==> src/sv/mnsub_pkg.sv <==
// Mixed number subtractor: shared types, constants and helper functions.
// No dependencies; used by every module of the block.
package mnsub_pkg;

    localparam int CALC_W      = 64;
    localparam int CNT_W       = $clog2(CALC_W);
    localparam int IN_WIDTH_DEF = 16;
    localparam int WHOLE_W     = 18;
    localparam int NUM_W       = 30;
    localparam int DEN_W       = 31;

    typedef logic [CALC_W-1:0] word_t;

    typedef enum logic [1:0] {
        OP_MUL,
        OP_DIV,
        OP_GCD
    } alu_op_t;

    typedef enum logic [3:0] {
        ST_GCD_DEN,
        ST_DIV_Q,
        ST_MUL_LCM,
        ST_DIV_FA,
        ST_DIV_FB,
        ST_MUL_WA,
        ST_MUL_WB,
        ST_MUL_TA,
        ST_MUL_TB,
        ST_GCD_RED,
        ST_DIV_RN,
        ST_DIV_RD,
        ST_DIV_WHOLE
    } step_t;

    typedef struct packed {
        logic  load_in;
        logic  start;
        logic  writeback;
        logic  load_out;
        step_t step;
    } dp_cmd_t;

    typedef struct packed {
        logic den_zero;
        logic alu_done;
    } dp_stat_t;

    function automatic alu_op_t step_op(step_t s);
        alu_op_t op;
        case (s)
            ST_GCD_DEN, ST_GCD_RED:                        op = OP_GCD;
            ST_MUL_LCM, ST_MUL_WA, ST_MUL_WB,
            ST_MUL_TA, ST_MUL_TB:                          op = OP_MUL;
            default:                                       op = OP_DIV;
        endcase
        return op;
    endfunction

    function automatic word_t mag(word_t v);
        return v[CALC_W-1] ? (~v + word_t'(1)) : v;
    endfunction

endpackage

==> src/sv/mixed_number_subtractor_top.sv <==
// Mixed number subtractor, top level: controller plus datapath.
// Depends on mnsub_pkg, mnsub_ctrl, mnsub_datapath.
//
// Input channel (in_valid/in_ready) carries two mixed numbers A and B; the
// output channel (out_valid/out_ready) carries A - B as reduced whole part,
// numerator and positive denominator, plus negative and div_error flags.
// One item is worked at a time; in_ready is high only while the block is idle.
// Each item runs thirteen steps on one shared 64-bit iterative unit: five
// multiplies, six divides and two binary GCDs that shift or subtract.
// A zero denominator skips the arithmetic: the controller goes from the
// issue state straight to the finish state, and out_valid rises once the
// output register is free.
// The result sits in an output register; a new item is accepted while it
// waits, but the next result is held in the datapath until out_ready frees
// the output register. Reset clears the controller; no result is pending.
module mixed_number_subtractor_top #(
    parameter int IN_WIDTH = mnsub_pkg::IN_WIDTH_DEF
) (
    input  logic                          clk,
    input  logic                          rst_n,
    input  logic                          in_valid,
    output logic                          in_ready,
    input  logic signed [IN_WIDTH-1:0]    whole_a,
    input  logic        [IN_WIDTH-2:0]    num_a,
    input  logic signed [IN_WIDTH-1:0]    den_a,
    input  logic signed [IN_WIDTH-1:0]    whole_b,
    input  logic        [IN_WIDTH-2:0]    num_b,
    input  logic signed [IN_WIDTH-1:0]    den_b,
    output logic                          out_valid,
    input  logic                          out_ready,
    output logic signed [mnsub_pkg::WHOLE_W-1:0] diff_whole,
    output logic        [mnsub_pkg::NUM_W-1:0]   diff_num,
    output logic        [mnsub_pkg::DEN_W-1:0]   diff_den,
    output logic                          negative,
    output logic                          div_error
);
    import mnsub_pkg::*;

    dp_cmd_t  cmd;
    dp_stat_t stat;

    mnsub_ctrl u_ctrl (
        .clk       (clk),
        .rst_n     (rst_n),
        .in_valid  (in_valid),
        .in_ready  (in_ready),
        .out_valid (out_valid),
        .out_ready (out_ready),
        .stat      (stat),
        .cmd       (cmd)
    );

    mnsub_datapath #(
        .IN_WIDTH (IN_WIDTH)
    ) u_dp (
        .clk        (clk),
        .rst_n      (rst_n),
        .cmd        (cmd),
        .stat       (stat),
        .whole_a    (whole_a),
        .num_a      (num_a),
        .den_a      (den_a),
        .whole_b    (whole_b),
        .num_b      (num_b),
        .den_b      (den_b),
        .diff_whole (diff_whole),
        .diff_num   (diff_num),
        .diff_den   (diff_den),
        .negative   (negative),
        .div_error  (div_error)
    );

endmodule

==> src/sv/mnsub_alu.sv <==
// Iterative 64-bit unit: shift-add multiply, restoring divide, binary GCD.
// One step per cycle. Depends on mnsub_pkg.
module mnsub_alu (
    input  logic              clk,
    input  logic              rst_n,
    input  logic              start,
    input  mnsub_pkg::alu_op_t op,
    input  mnsub_pkg::word_t  x,
    input  mnsub_pkg::word_t  y,
    output logic              done,
    output mnsub_pkg::word_t  res_a,
    output mnsub_pkg::word_t  res_b
);
    import mnsub_pkg::*;

    logic              busy_reg;
    logic              done_reg;
    alu_op_t           op_reg;
    word_t             a_reg;
    word_t             b_reg;
    word_t             acc_reg;
    word_t             rem_reg;
    logic [CNT_W-1:0]  cnt_reg;
    logic [CNT_W-1:0]  k_reg;
    logic [CALC_W:0]   trial;
    logic [CALC_W:0]   trial_sub;
    logic              fin;

    always_comb
    begin
        trial     = {rem_reg, a_reg[CALC_W-1]};
        trial_sub = trial - {1'b0, b_reg};
        if (op_reg == OP_GCD)
            fin = (a_reg == '0) || (b_reg == '0);
        else
            fin = (cnt_reg == CNT_W'(CALC_W - 1));
    end

    always_ff @(posedge clk or negedge rst_n)
    begin
        if (!rst_n)
        begin
            busy_reg <= 1'b0;
            done_reg <= 1'b0;
        end
        else if (start)
        begin
            busy_reg <= 1'b1;
            done_reg <= 1'b0;
        end
        else if (busy_reg && fin)
        begin
            busy_reg <= 1'b0;
            done_reg <= 1'b1;
        end
    end

    always_ff @(posedge clk)
    begin
        if (start)
        begin
            op_reg  <= op;
            a_reg   <= x;
            b_reg   <= y;
            acc_reg <= '0;
            rem_reg <= '0;
            cnt_reg <= '0;
            k_reg   <= '0;
        end
        else if (busy_reg)
        begin
            case (op_reg)
                OP_MUL:
                begin
                    if (b_reg[0])
                        acc_reg <= acc_reg + a_reg;
                    a_reg   <= a_reg << 1;
                    b_reg   <= b_reg >> 1;
                    cnt_reg <= cnt_reg + CNT_W'(1);
                end
                OP_DIV:
                begin
                    if (!trial_sub[CALC_W])
                    begin
                        rem_reg <= trial_sub[CALC_W-1:0];
                        a_reg   <= {a_reg[CALC_W-2:0], 1'b1};
                    end
                    else
                    begin
                        rem_reg <= trial[CALC_W-1:0];
                        a_reg   <= {a_reg[CALC_W-2:0], 1'b0};
                    end
                    cnt_reg <= cnt_reg + CNT_W'(1);
                end
                OP_GCD:
                begin
                    if (a_reg == '0)
                        acc_reg <= b_reg << k_reg;
                    else if (b_reg == '0)
                        acc_reg <= a_reg << k_reg;
                    else if (!a_reg[0] && !b_reg[0])
                    begin
                        a_reg <= a_reg >> 1;
                        b_reg <= b_reg >> 1;
                        k_reg <= k_reg + CNT_W'(1);
                    end
                    else if (!a_reg[0])
                        a_reg <= a_reg >> 1;
                    else if (!b_reg[0])
                        b_reg <= b_reg >> 1;
                    else if (a_reg >= b_reg)
                        a_reg <= a_reg - b_reg;
                    else
                        b_reg <= b_reg - a_reg;
                end
                default:
                begin
                    cnt_reg <= cnt_reg;
                end
            endcase
        end
    end

    assign done  = done_reg;
    assign res_a = (op_reg == OP_DIV) ? a_reg : acc_reg;
    assign res_b = rem_reg;

endmodule

==> src/sv/mnsub_datapath.sv <==
// Datapath: operand and intermediate registers, the iterative unit, result registers.
// Depends on mnsub_pkg and mnsub_alu.
module mnsub_datapath #(
    parameter int IN_WIDTH = mnsub_pkg::IN_WIDTH_DEF
) (
    input  logic                          clk,
    input  logic                          rst_n,
    input  mnsub_pkg::dp_cmd_t            cmd,
    output mnsub_pkg::dp_stat_t           stat,
    input  logic signed [IN_WIDTH-1:0]    whole_a,
    input  logic        [IN_WIDTH-2:0]    num_a,
    input  logic signed [IN_WIDTH-1:0]    den_a,
    input  logic signed [IN_WIDTH-1:0]    whole_b,
    input  logic        [IN_WIDTH-2:0]    num_b,
    input  logic signed [IN_WIDTH-1:0]    den_b,
    output logic signed [mnsub_pkg::WHOLE_W-1:0] diff_whole,
    output logic        [mnsub_pkg::NUM_W-1:0]   diff_num,
    output logic        [mnsub_pkg::DEN_W-1:0]   diff_den,
    output logic                          negative,
    output logic                          div_error
);
    import mnsub_pkg::*;

    word_t wa_reg, na_reg, da_reg, wb_reg, nb_reg, db_reg;
    word_t g_reg, lcm_reg, fa_reg, fb_reg, pa_reg, pb_reg, t_reg;
    word_t r_reg, rn_reg, rd_reg, whole_reg, rem_reg;
    word_t op_x, op_y, res_a, res_b, signed_whole;
    logic  alu_done, neg;

    logic signed [WHOLE_W-1:0] diff_whole_reg;
    logic [NUM_W-1:0]          diff_num_reg;
    logic [DEN_W-1:0]          diff_den_reg;
    logic                      negative_reg;
    logic                      div_error_reg;

    always_comb
    begin
        op_x = '0;
        op_y = '0;
        case (cmd.step)
            ST_GCD_DEN:   begin op_x = mag(da_reg);  op_y = mag(db_reg); end
            ST_DIV_Q:     begin op_x = mag(da_reg);  op_y = g_reg;       end
            ST_MUL_LCM:   begin op_x = g_reg;        op_y = mag(db_reg); end
            ST_DIV_FA:    begin op_x = lcm_reg;      op_y = mag(da_reg); end
            ST_DIV_FB:    begin op_x = lcm_reg;      op_y = mag(db_reg); end
            ST_MUL_WA:    begin op_x = wa_reg;       op_y = da_reg;      end
            ST_MUL_WB:    begin op_x = wb_reg;       op_y = db_reg;      end
            ST_MUL_TA:    begin op_x = pa_reg;       op_y = fa_reg;      end
            ST_MUL_TB:    begin op_x = pb_reg;       op_y = fb_reg;      end
            ST_GCD_RED:   begin op_x = mag(t_reg);   op_y = lcm_reg;     end
            ST_DIV_RN:    begin op_x = mag(t_reg);   op_y = r_reg;       end
            ST_DIV_RD:    begin op_x = lcm_reg;      op_y = r_reg;       end
            ST_DIV_WHOLE: begin op_x = rn_reg;       op_y = rd_reg;      end
            default:      begin op_x = '0;           op_y = '0;          end
        endcase
    end

    mnsub_alu u_alu (
        .clk   (clk),
        .rst_n (rst_n),
        .start (cmd.start),
        .op    (step_op(cmd.step)),
        .x     (op_x),
        .y     (op_y),
        .done  (alu_done),
        .res_a (res_a),
        .res_b (res_b)
    );

    always_ff @(posedge clk)
    begin
        if (cmd.load_in)
        begin
            wa_reg <= CALC_W'(signed'(whole_a));
            na_reg <= CALC_W'(num_a);
            da_reg <= CALC_W'(signed'(den_a));
            wb_reg <= CALC_W'(signed'(whole_b));
            nb_reg <= CALC_W'(num_b);
            db_reg <= CALC_W'(signed'(den_b));
        end
        if (cmd.writeback)
        begin
            case (cmd.step)
                ST_GCD_DEN:   g_reg   <= res_a;
                ST_DIV_Q:     g_reg   <= res_a;
                ST_MUL_LCM:   lcm_reg <= (res_a == '0) ? word_t'(1) : res_a;
                ST_DIV_FA:    fa_reg  <= da_reg[CALC_W-1] ? (~res_a + word_t'(1)) : res_a;
                ST_DIV_FB:    fb_reg  <= db_reg[CALC_W-1] ? (~res_a + word_t'(1)) : res_a;
                ST_MUL_WA:    pa_reg  <= wa_reg[CALC_W-1] ? (res_a - na_reg) : (res_a + na_reg);
                ST_MUL_WB:    pb_reg  <= wb_reg[CALC_W-1] ? (res_a - nb_reg) : (res_a + nb_reg);
                ST_MUL_TA:    t_reg   <= res_a;
                ST_MUL_TB:    t_reg   <= t_reg - res_a;
                ST_GCD_RED:   r_reg   <= (res_a == '0) ? word_t'(1) : res_a;
                ST_DIV_RN:    rn_reg  <= res_a;
                ST_DIV_RD:    rd_reg  <= (res_a == '0) ? word_t'(1) : res_a;
                ST_DIV_WHOLE:
                begin
                    whole_reg <= res_a;
                    rem_reg   <= res_b;
                end
                default:      g_reg   <= g_reg;
            endcase
        end
    end

    always_comb
    begin
        neg          = t_reg[CALC_W-1] && (rn_reg != '0);
        signed_whole = neg ? (~whole_reg + word_t'(1)) : whole_reg;
    end

    always_ff @(posedge clk)
    begin
        if (cmd.load_out)
        begin
            if (stat.den_zero)
            begin
                diff_whole_reg <= '0;
                diff_num_reg   <= '0;
                diff_den_reg   <= '0;
                negative_reg   <= 1'b0;
                div_error_reg  <= 1'b1;
            end
            else
            begin
                diff_whole_reg <= signed_whole[WHOLE_W-1:0];
                diff_num_reg   <= rem_reg[NUM_W-1:0];
                diff_den_reg   <= rd_reg[DEN_W-1:0];
                negative_reg   <= neg;
                div_error_reg  <= 1'b0;
            end
        end
    end

    assign stat.den_zero = (da_reg == '0) || (db_reg == '0);
    assign stat.alu_done = alu_done;

    assign diff_whole = diff_whole_reg;
    assign diff_num   = diff_num_reg;
    assign diff_den   = diff_den_reg;
    assign negative   = negative_reg;
    assign div_error  = div_error_reg;

endmodule

==> src/sv/mnsub_ctrl.sv <==
// Controller: sequences the datapath steps and runs both handshakes.
// Depends on mnsub_pkg.
module mnsub_ctrl (
    input  logic                clk,
    input  logic                rst_n,
    input  logic                in_valid,
    output logic                in_ready,
    output logic                out_valid,
    input  logic                out_ready,
    input  mnsub_pkg::dp_stat_t stat,
    output mnsub_pkg::dp_cmd_t  cmd
);
    import mnsub_pkg::*;

    typedef enum logic [1:0] {
        S_IDLE,
        S_ISSUE,
        S_WAIT,
        S_FINISH
    } state_t;

    state_t state_reg, state_next;
    step_t  step_reg, step_next;
    logic   out_valid_reg, out_valid_next;
    logic   out_free;

    always_comb
    begin
        out_free       = !out_valid_reg || out_ready;
        state_next     = state_reg;
        step_next      = step_reg;
        out_valid_next = out_valid_reg && !out_ready;
        cmd            = '0;
        cmd.step       = step_reg;
        case (state_reg)
            S_IDLE:
            begin
                if (in_valid)
                begin
                    cmd.load_in = 1'b1;
                    step_next   = ST_GCD_DEN;
                    state_next  = S_ISSUE;
                end
            end
            S_ISSUE:
            begin
                if (stat.den_zero)
                    state_next = S_FINISH;
                else
                begin
                    cmd.start  = 1'b1;
                    state_next = S_WAIT;
                end
            end
            S_WAIT:
            begin
                if (stat.alu_done)
                begin
                    cmd.writeback = 1'b1;
                    if (step_reg == ST_DIV_WHOLE)
                        state_next = S_FINISH;
                    else
                    begin
                        step_next  = step_t'(step_reg + 4'd1);
                        state_next = S_ISSUE;
                    end
                end
            end
            S_FINISH:
            begin
                if (out_free)
                begin
                    cmd.load_out   = 1'b1;
                    out_valid_next = 1'b1;
                    state_next     = S_IDLE;
                end
            end
            default:
            begin
                state_next = S_IDLE;
            end
        endcase
    end

    always_ff @(posedge clk or negedge rst_n)
    begin
        if (!rst_n)
        begin
            state_reg     <= S_IDLE;
            step_reg      <= ST_GCD_DEN;
            out_valid_reg <= 1'b0;
        end
        else
        begin
            state_reg     <= state_next;
            step_reg      <= step_next;
            out_valid_reg <= out_valid_next;
        end
    end

    assign in_ready  = (state_reg == S_IDLE);
    assign out_valid = out_valid_reg;

endmodule

==> config.mk <==
export PLATFORM = sky130hd
export DESIGN_NAME = mixed_number_subtractor_top
export DESIGN_NICKNAME = d
export VERILOG_FILES = /design/src/sv/mnsub_pkg.sv /design/src/sv/mixed_number_subtractor_top.sv /design/src/sv/mnsub_alu.sv /design/src/sv/mnsub_datapath.sv /design/src/sv/mnsub_ctrl.sv
export SDC_FILE = /design/constraint.sdc
export NUM_CORES = 2
export LEC_CHECK = 0
export BUFFER_PORTS_ARGS = -buffer_cell sky130_fd_sc_hd__buf_2
export CAP_MARGIN = 20
export CORE_ASPECT_RATIO = 2
export CORE_MARGIN = 2
export CORE_UTILIZATION = 60
export CTS_BUF_LIST = sky130_fd_sc_hd__clkbuf_4
export CTS_CLUSTER_SIZE = 10
export DETAILED_ROUTE_END_ITERATION = 7
export GPL_TIMING_DRIVEN = 0
export PLACE_DENSITY = 0.8
export SLEW_MARGIN = 30
export SYNTH_ARGS = -nofsm -noshare
export SYNTH_HDL_FRONTEND = slang
export SYNTH_SLANG_ARGS = --single-unit
==> constraint.sdc <==
create_clock -name clk -period 8 [get_ports clk]
set_input_delay 2 -clock clk [delete_from_list [all_inputs] [get_ports clk]]
set_output_delay 2 -clock clk [all_outputs]
set_load 0.03 [all_outputs]
==> results of run 1 <==
## per-stage QoR
| step | util | hold WS (ps) | setup TNS [ps] | worst slack, ps |
|---|---|---|---|---|
| global placement | 0.628 | 470 | -1009460 | -3960 |
| CTS | 0.667 | 477 | 0 | 39.8 |
| floorplan | - | 450 | 0 | 975 |
| detailed placement | 0.640 | 470 | -117370 | -2440 |
## per-layer routing
metal  global-route usage  overflow
met2                0.951       634
met1                0.725        17
met5                0.222         6
met4                0.825       533
met3                0.549        17
## logic make-up after synthesis
logic type               after synthesis
buffers and inverters                873
AND/OR/NAND/NOR                     1873
adder cells (fa/ha/maj)              469
flip-flops                          1142
XOR/XNOR                             667
multiplexers                         376
AO/OA/AOI/OAI                       2949
## repair_timing
action	4_1_cts
buffers inserted	3
gates resized for setup	23
hold endpoints to repair	0
endpoints found under the setup margin	151
==> Flow_metrics.wiki, run 1 <==
{| class="wikitable"
! Metric !! Value
|-
| Result of the run || aborted with a tool error
|-
| Halt Stage || 5_1_grt
|-
| Stop err || [ERROR GRT-0116] Global routing finished with congestion. Check the congestion regions in the DRC Viewer.
|-
| Compound-cell area share of the yosys netlist || 0.238
|-
| Root buffer cell || sky130_fd_sc_hd__clkbuf_4
|-
| Horizontal die dimension || 262 microns
|-
| Top-area cell type share of the netlist area || 0.372
|-
| Most used DFF post-synth || sky130_fd_sc_hd__edfxtp_1
|-
| Cell types with the highest counts after synthesis || 993 x sky130_fd_sc_hd__edfxtp_1, 842 x sky130_fd_sc_hd__a21oi_1, 552 x sky130_fd_sc_hd__o21ai_0
|-
| Gate Count Post-Synth || 8,349
|-
| Vias in the first global route || 92,681
|-
| GRT Resource Usage Total || 0.751
|-
| Number of enable-type register cells in the synthesized netlist || 993
|-
| Maximum number of buffers from clock root to sink || 4
|-
| Dominant cell by count in the synthesized netlist || sky130_fd_sc_hd__edfxtp_1
|-
| Count of state elements after synthesis || 1,142
|-
| Average size of a mapped cell || 9.59 sq um
|-
| Total I/O pin count || 181
|-
| CTS sink count || 1,142
|-
| Portion of netlist area occupied by mux cells || 0.0492
|-
| Depth of the CTS H-tree || 5
|-
| Share of synthesized cell area in and, or, nand and nor gates || 0.114
|-
| Hold-fix buffers, CTS || 0
|-
| Sequential-to-total area share from yosys stat || 0.410
|-
| Dominant combinational cell family by area after synthesis || compound AO/OA/AOI/OAI gates
|-
| Leading cell types by total area after synthesis || sky130_fd_sc_hd__edfxtp_1 37%, sky130_fd_sc_hd__ha_1 7.2%, sky130_fd_sc_hd__a21oi_1 5.3%
|-
| Combined area of all synthesized cells || 80,100 sq um
|-
| Number of core rows || 189
|-
| Initial cell density of the core || 0.605
|-
| Placed Cells incl. Taps || 10,300
|-
| Largest net degree at the start of global routing || 54
|-
| Chip Height || 521 microns
|-
| Xor and xnor fraction of the mapped netlist area || 0.0729
|-
| Net count after synthesis || 8,916
|-
| Total clock buffers created by CTS || 275
|-
| Wire length of the first global-routing pass || 761 mm
|-
| Placed cell areas || 84,700 sq um
|-
| Leading area contributor after synthesis || sky130_fd_sc_hd__edfxtp_1
|-
| Unique masters post-synth || 98
|-
| Number of buffers inserted by port buffering || 180
|-
| Congestion Overflow GR || 1,207
|-
| Adder and majority cell fraction of the synthesized area || 0.0739
|-
| Yosys warning count || 0
|-
| Async set-or-reset flop fraction in the synthesized netlist || 0.00788
|-
| Placer's final routability congestion estimate || 1.28
|-
| Post-DP HPWL || 334 mm
|}
==> inputs of run 2 (changes only) <==
Settings changed: CORE_ASPECT_RATIO 2 to not set, CORE_UTILIZATION 60 to 40, CTS_BUF_LIST sky130_fd_sc_hd__clkbuf_4 to not set, CTS_CLUSTER_SIZE 10 to not set, PLACE_DENSITY 0.8 to not set, PLACE_DENSITY_LB_ADDON set to 0.15.
Clock period 8 ns to 10.4 ns, I/O delays scaled along.
==> run 2 against run 1 <==
The flow now finishes without violations. Synthesized cell count stayed put. Area after synthesis stayed put.
==> Flow_metrics.wiki, run 2 <==
{| class="wikitable"
! Metric !! Value
|-
| Buf+Inv Stages, Crit Path || 12
|-
| P_leak || 0.0345 uW
|-
| Root buffer cell || sky130_fd_sc_hd__clkbuf_16
|-
| Share of synthesized cell area in and, or, nand and nor gates || 0.114
|-
| Largest net degree at the start of global routing || 52
|-
| Setup repair after global routing missed its margin || false
|-
| GRT Resource Usage Total || 0.393
|-
| Crit path time final || 9860 ps
|-
| Power per cell area || 412 nW/um^2
|-
| Worst setup skew after layout || 54.5 ps
|-
| Chip Height || 451 microns
|-
| Wire length of the first global-routing pass || 563 mm
|-
| Critical Path Max Stage Delay || 660 ps
|-
| Dominant cell by count in the synthesized netlist || sky130_fd_sc_hd__edfxtp_1
|-
| Commonest non-fill, non-tap cell in the layout || sky130_fd_sc_hd__edfxtp_1
|-
| Vias in the first global route || 71,309
|-
| Number of enable-type register cells in the synthesized netlist || 993
|-
| Result of the run || complete, no violations
|-
| Data required time at the worst endpoint || 10,970 ps
|-
| Slowest cell on the critical path || sky130_fd_sc_hd__a2111oi_1
|-
| Maximum number of buffers from clock root to sink || 3
|-
| Placed cell areas || 85,900 sq um
|-
| Transition time at the pin with the least slew margin || 1140 ps
|-
| Final setup violation count || 0
|-
| Area growth syn-to-layout || 13.5%
|-
| Initial DRC Count || 10,656
|-
| Placer's final routability congestion estimate || 1.09
|-
| Final antenna-violating net count || 0
|-
| Number of antenna violations at the first check in global routing || 22
|-
| Top-area cell type share of the netlist area || 0.372
|-
| Nets@finish || 9,293
|-
| Kind of critical path || flop to flop
|-
| Initial cell density of the core || 0.402
|-
| Total clock buffers created by CTS || 141
|-
| Hold violation count in the final report || 0
|-
| Cell mode on critical path || sky130_fd_sc_hd__buf_4
|-
| Async set-or-reset flop fraction in the synthesized netlist || 0.00788
|-
| DR pass1 iterations || 7
|-
| Leading cell types by total area after synthesis || sky130_fd_sc_hd__edfxtp_1 37%, sky130_fd_sc_hd__ha_1 7.2%, sky130_fd_sc_hd__a21oi_1 5.3%
|-
| Most used DFF post-synth || sky130_fd_sc_hd__edfxtp_1
|-
| Skew-Pair Late Insertion Delay || 840 ps
|-
| Post-detailed-route DRC marker count || 0
|-
| Net count after synthesis || 8,916
|-
| Number of core rows || 164
|-
| Most frequent cells in the layout || 993 x sky130_fd_sc_hd__edfxtp_1, 841 x sky130_fd_sc_hd__a21oi_1, 549 x sky130_fd_sc_hd__o21ai_0
|-
| Area of the placeable core || 199,000 sq um
|-
| Combined area of all synthesized cells || 80,100 sq um
|-
| Top cell family by delay on the critical path || buffers and inverters
|-
| Share of cells above drive strength 1 || 0.0828
|-
| Compound-cell area share of the yosys netlist || 0.238
|-
| Crit path capture type || flop
|-
| Vias || 74,977
|-
| Postcts setup bufs || 0
|-
| Portion of netlist area occupied by mux cells || 0.0492
|-
| Routed wire length per instance || 35.9 microns
|-
| Final Total Pwr || 37,400 uW
|-
| CTS sink count || 1,142
|-
| Maximum capacitance violations || 0
|-
| Yosys warning count || 0
|-
| Gate Count Post-Synth || 8,349
|-
| FMAX || 0.101 GHz
|-
| Routed wire length || 413 mm
|-
| Post-DP HPWL || 335 mm
|-
| Unique masters post-synth || 98
|-
| Vias per Instance || 6.51
|-
| Total I/O pin count || 181
|-
| Horizontal die dimension || 451 microns
|-
| Classification of the worst-slack hold path || flop to flop
|-
| Maximum vdd drop || 0.000173 V
|-
| Adder and majority cell fraction of the synthesized area || 0.0739
|-
| Leading area contributor after synthesis || sky130_fd_sc_hd__edfxtp_1
|-
| Xor and xnor fraction of the mapped netlist area || 0.0729
|-
| Clock tree from TritonCTS || yes
|-
| Worst slew margin || 0.240
|-
| Core Util, Final || 0.456
|-
| Share of the clock period used by the worst path || 0.948
|-
| Dominant combinational cell family by area after synthesis || compound AO/OA/AOI/OAI gates
|-
| Area of the die || 204,000 sq um
|-
| Average size of a mapped cell || 9.59 sq um
|-
| Kind of start point of the critical path || flop
|-
| Depth of the CTS H-tree || 4
|-
| Maximum fanout along the worst path || 10
|-
| Cell types with the highest counts after synthesis || 993 x sky130_fd_sc_hd__edfxtp_1, 842 x sky130_fd_sc_hd__a21oi_1, 552 x sky130_fd_sc_hd__o21ai_0
|-
| CTS clock-pin slew for the worst setup and hold paths || 60 ps
|-
| Number of buffers inserted by port buffering || 180
|-
| Final non-filler cell area || 90,900 sq um
|-
| Count of state elements after synthesis || 1,142
|-
| Congestion Overflow GR || 0
|-
| Count of final max-slew check failures || 0
|-
| Sequential-to-total area share from yosys stat || 0.410
|-
| Critical path data arrival time || 10,430 ps
|}
-- run 2: cell counts after synthesis --
No cell type changed its count.
-- run 2: worst paths after layout --
kind	slack [ps]	cells after the start	start	endpoint
max reg2reg	540	27	u_dp.u_alu.op_reg[1]	u_dp.pb_reg[63]
min in group asynchronous	1690	1	rst_n	u_dp.u_alu.done
min reg2reg	490	0	u_dp.u_alu.res_b[3]	u_dp.rem_reg[3]
max	540	27	u_dp.u_alu.op_reg[1]	u_dp.pb_reg[63]
max in group asynchronous	8410	1	rst_n	u_dp.u_alu.busy_reg
min	490	0	u_dp.u_alu.res_b[3]	u_dp.rem_reg[3]
-- run 2: report_power, final --
group	leakage [uW]	total, uW	switching [uW]	internal, uW
logic	0.0218	23600	15700	7860
clock network	0.00232	5230	2240	2990
registers	0.0104	8600	1880	6710
total	0.0345	37400	19900	17600
-- run 2: what timing repair did --
item	CTS	global route
setup endpoints to repair	0	7
hold buffers	0	0
resized for setup	0	6
-- run 2: cell type report --
| class | instances | area (sq um) |
|---|---|---|
| Clock inverter | 99 | 1210 |
| Tap cell | 2656 | 3320 |
| Timing Repair Buffer | 234 | 2190 |
| Buffer | 479 | 1950 |
| Antenna cell | 11 | 27.5 |
| Fill cell | 19382 | 109000 |
| Sequential cell | 1142 | 32800 |
| Inverter | 394 | 1480 |
| Clock buffer | 163 | 3640 |
| Multi-Input combinational cell | 6334 | 44200 |
-- run 2: cell families after synthesis --
kind of cell,after synthesis
buf+inv,873
compound gates,2949
fa+ha+maj,469
xor+xnor,667
simple gates,1873
mux,376
flops,1142
-- run 2: per-stage QoR --
| step | worst slack (ps) | instances | TNS, ps | hold slack, ps |
|---|---|---|---|---|
| 2_1_floorplan | 1680 | 8349 | 0 | 450 |
| 3_3_place_gp | -5480 | 11185 | -433930 | 487 |
| 3_5_place_dp | 154 | 11238 | 0 | 488 |
| 4_1_cts | 140 | 11500 | 0 | 482 |
| 5_1_grt | 174 | 11503 | 0 | 500 |
| 6_report | 538 | 11512 | 0 | 490 |
-- run 2: per-layer routing --
layer  vias up  share of wire  track usage  routed length [microns]
met3      1126           0.11       0.0903                    44500
met5         -        0.00028            0                      115
li1      32404              -            -                        -
met2      4734           0.43        0.594                   176000
met4        20          0.089        0.285                    36600
met1     36693           0.38        0.494                   156000
Note: power is estimated with default switching activity, not from simulation.
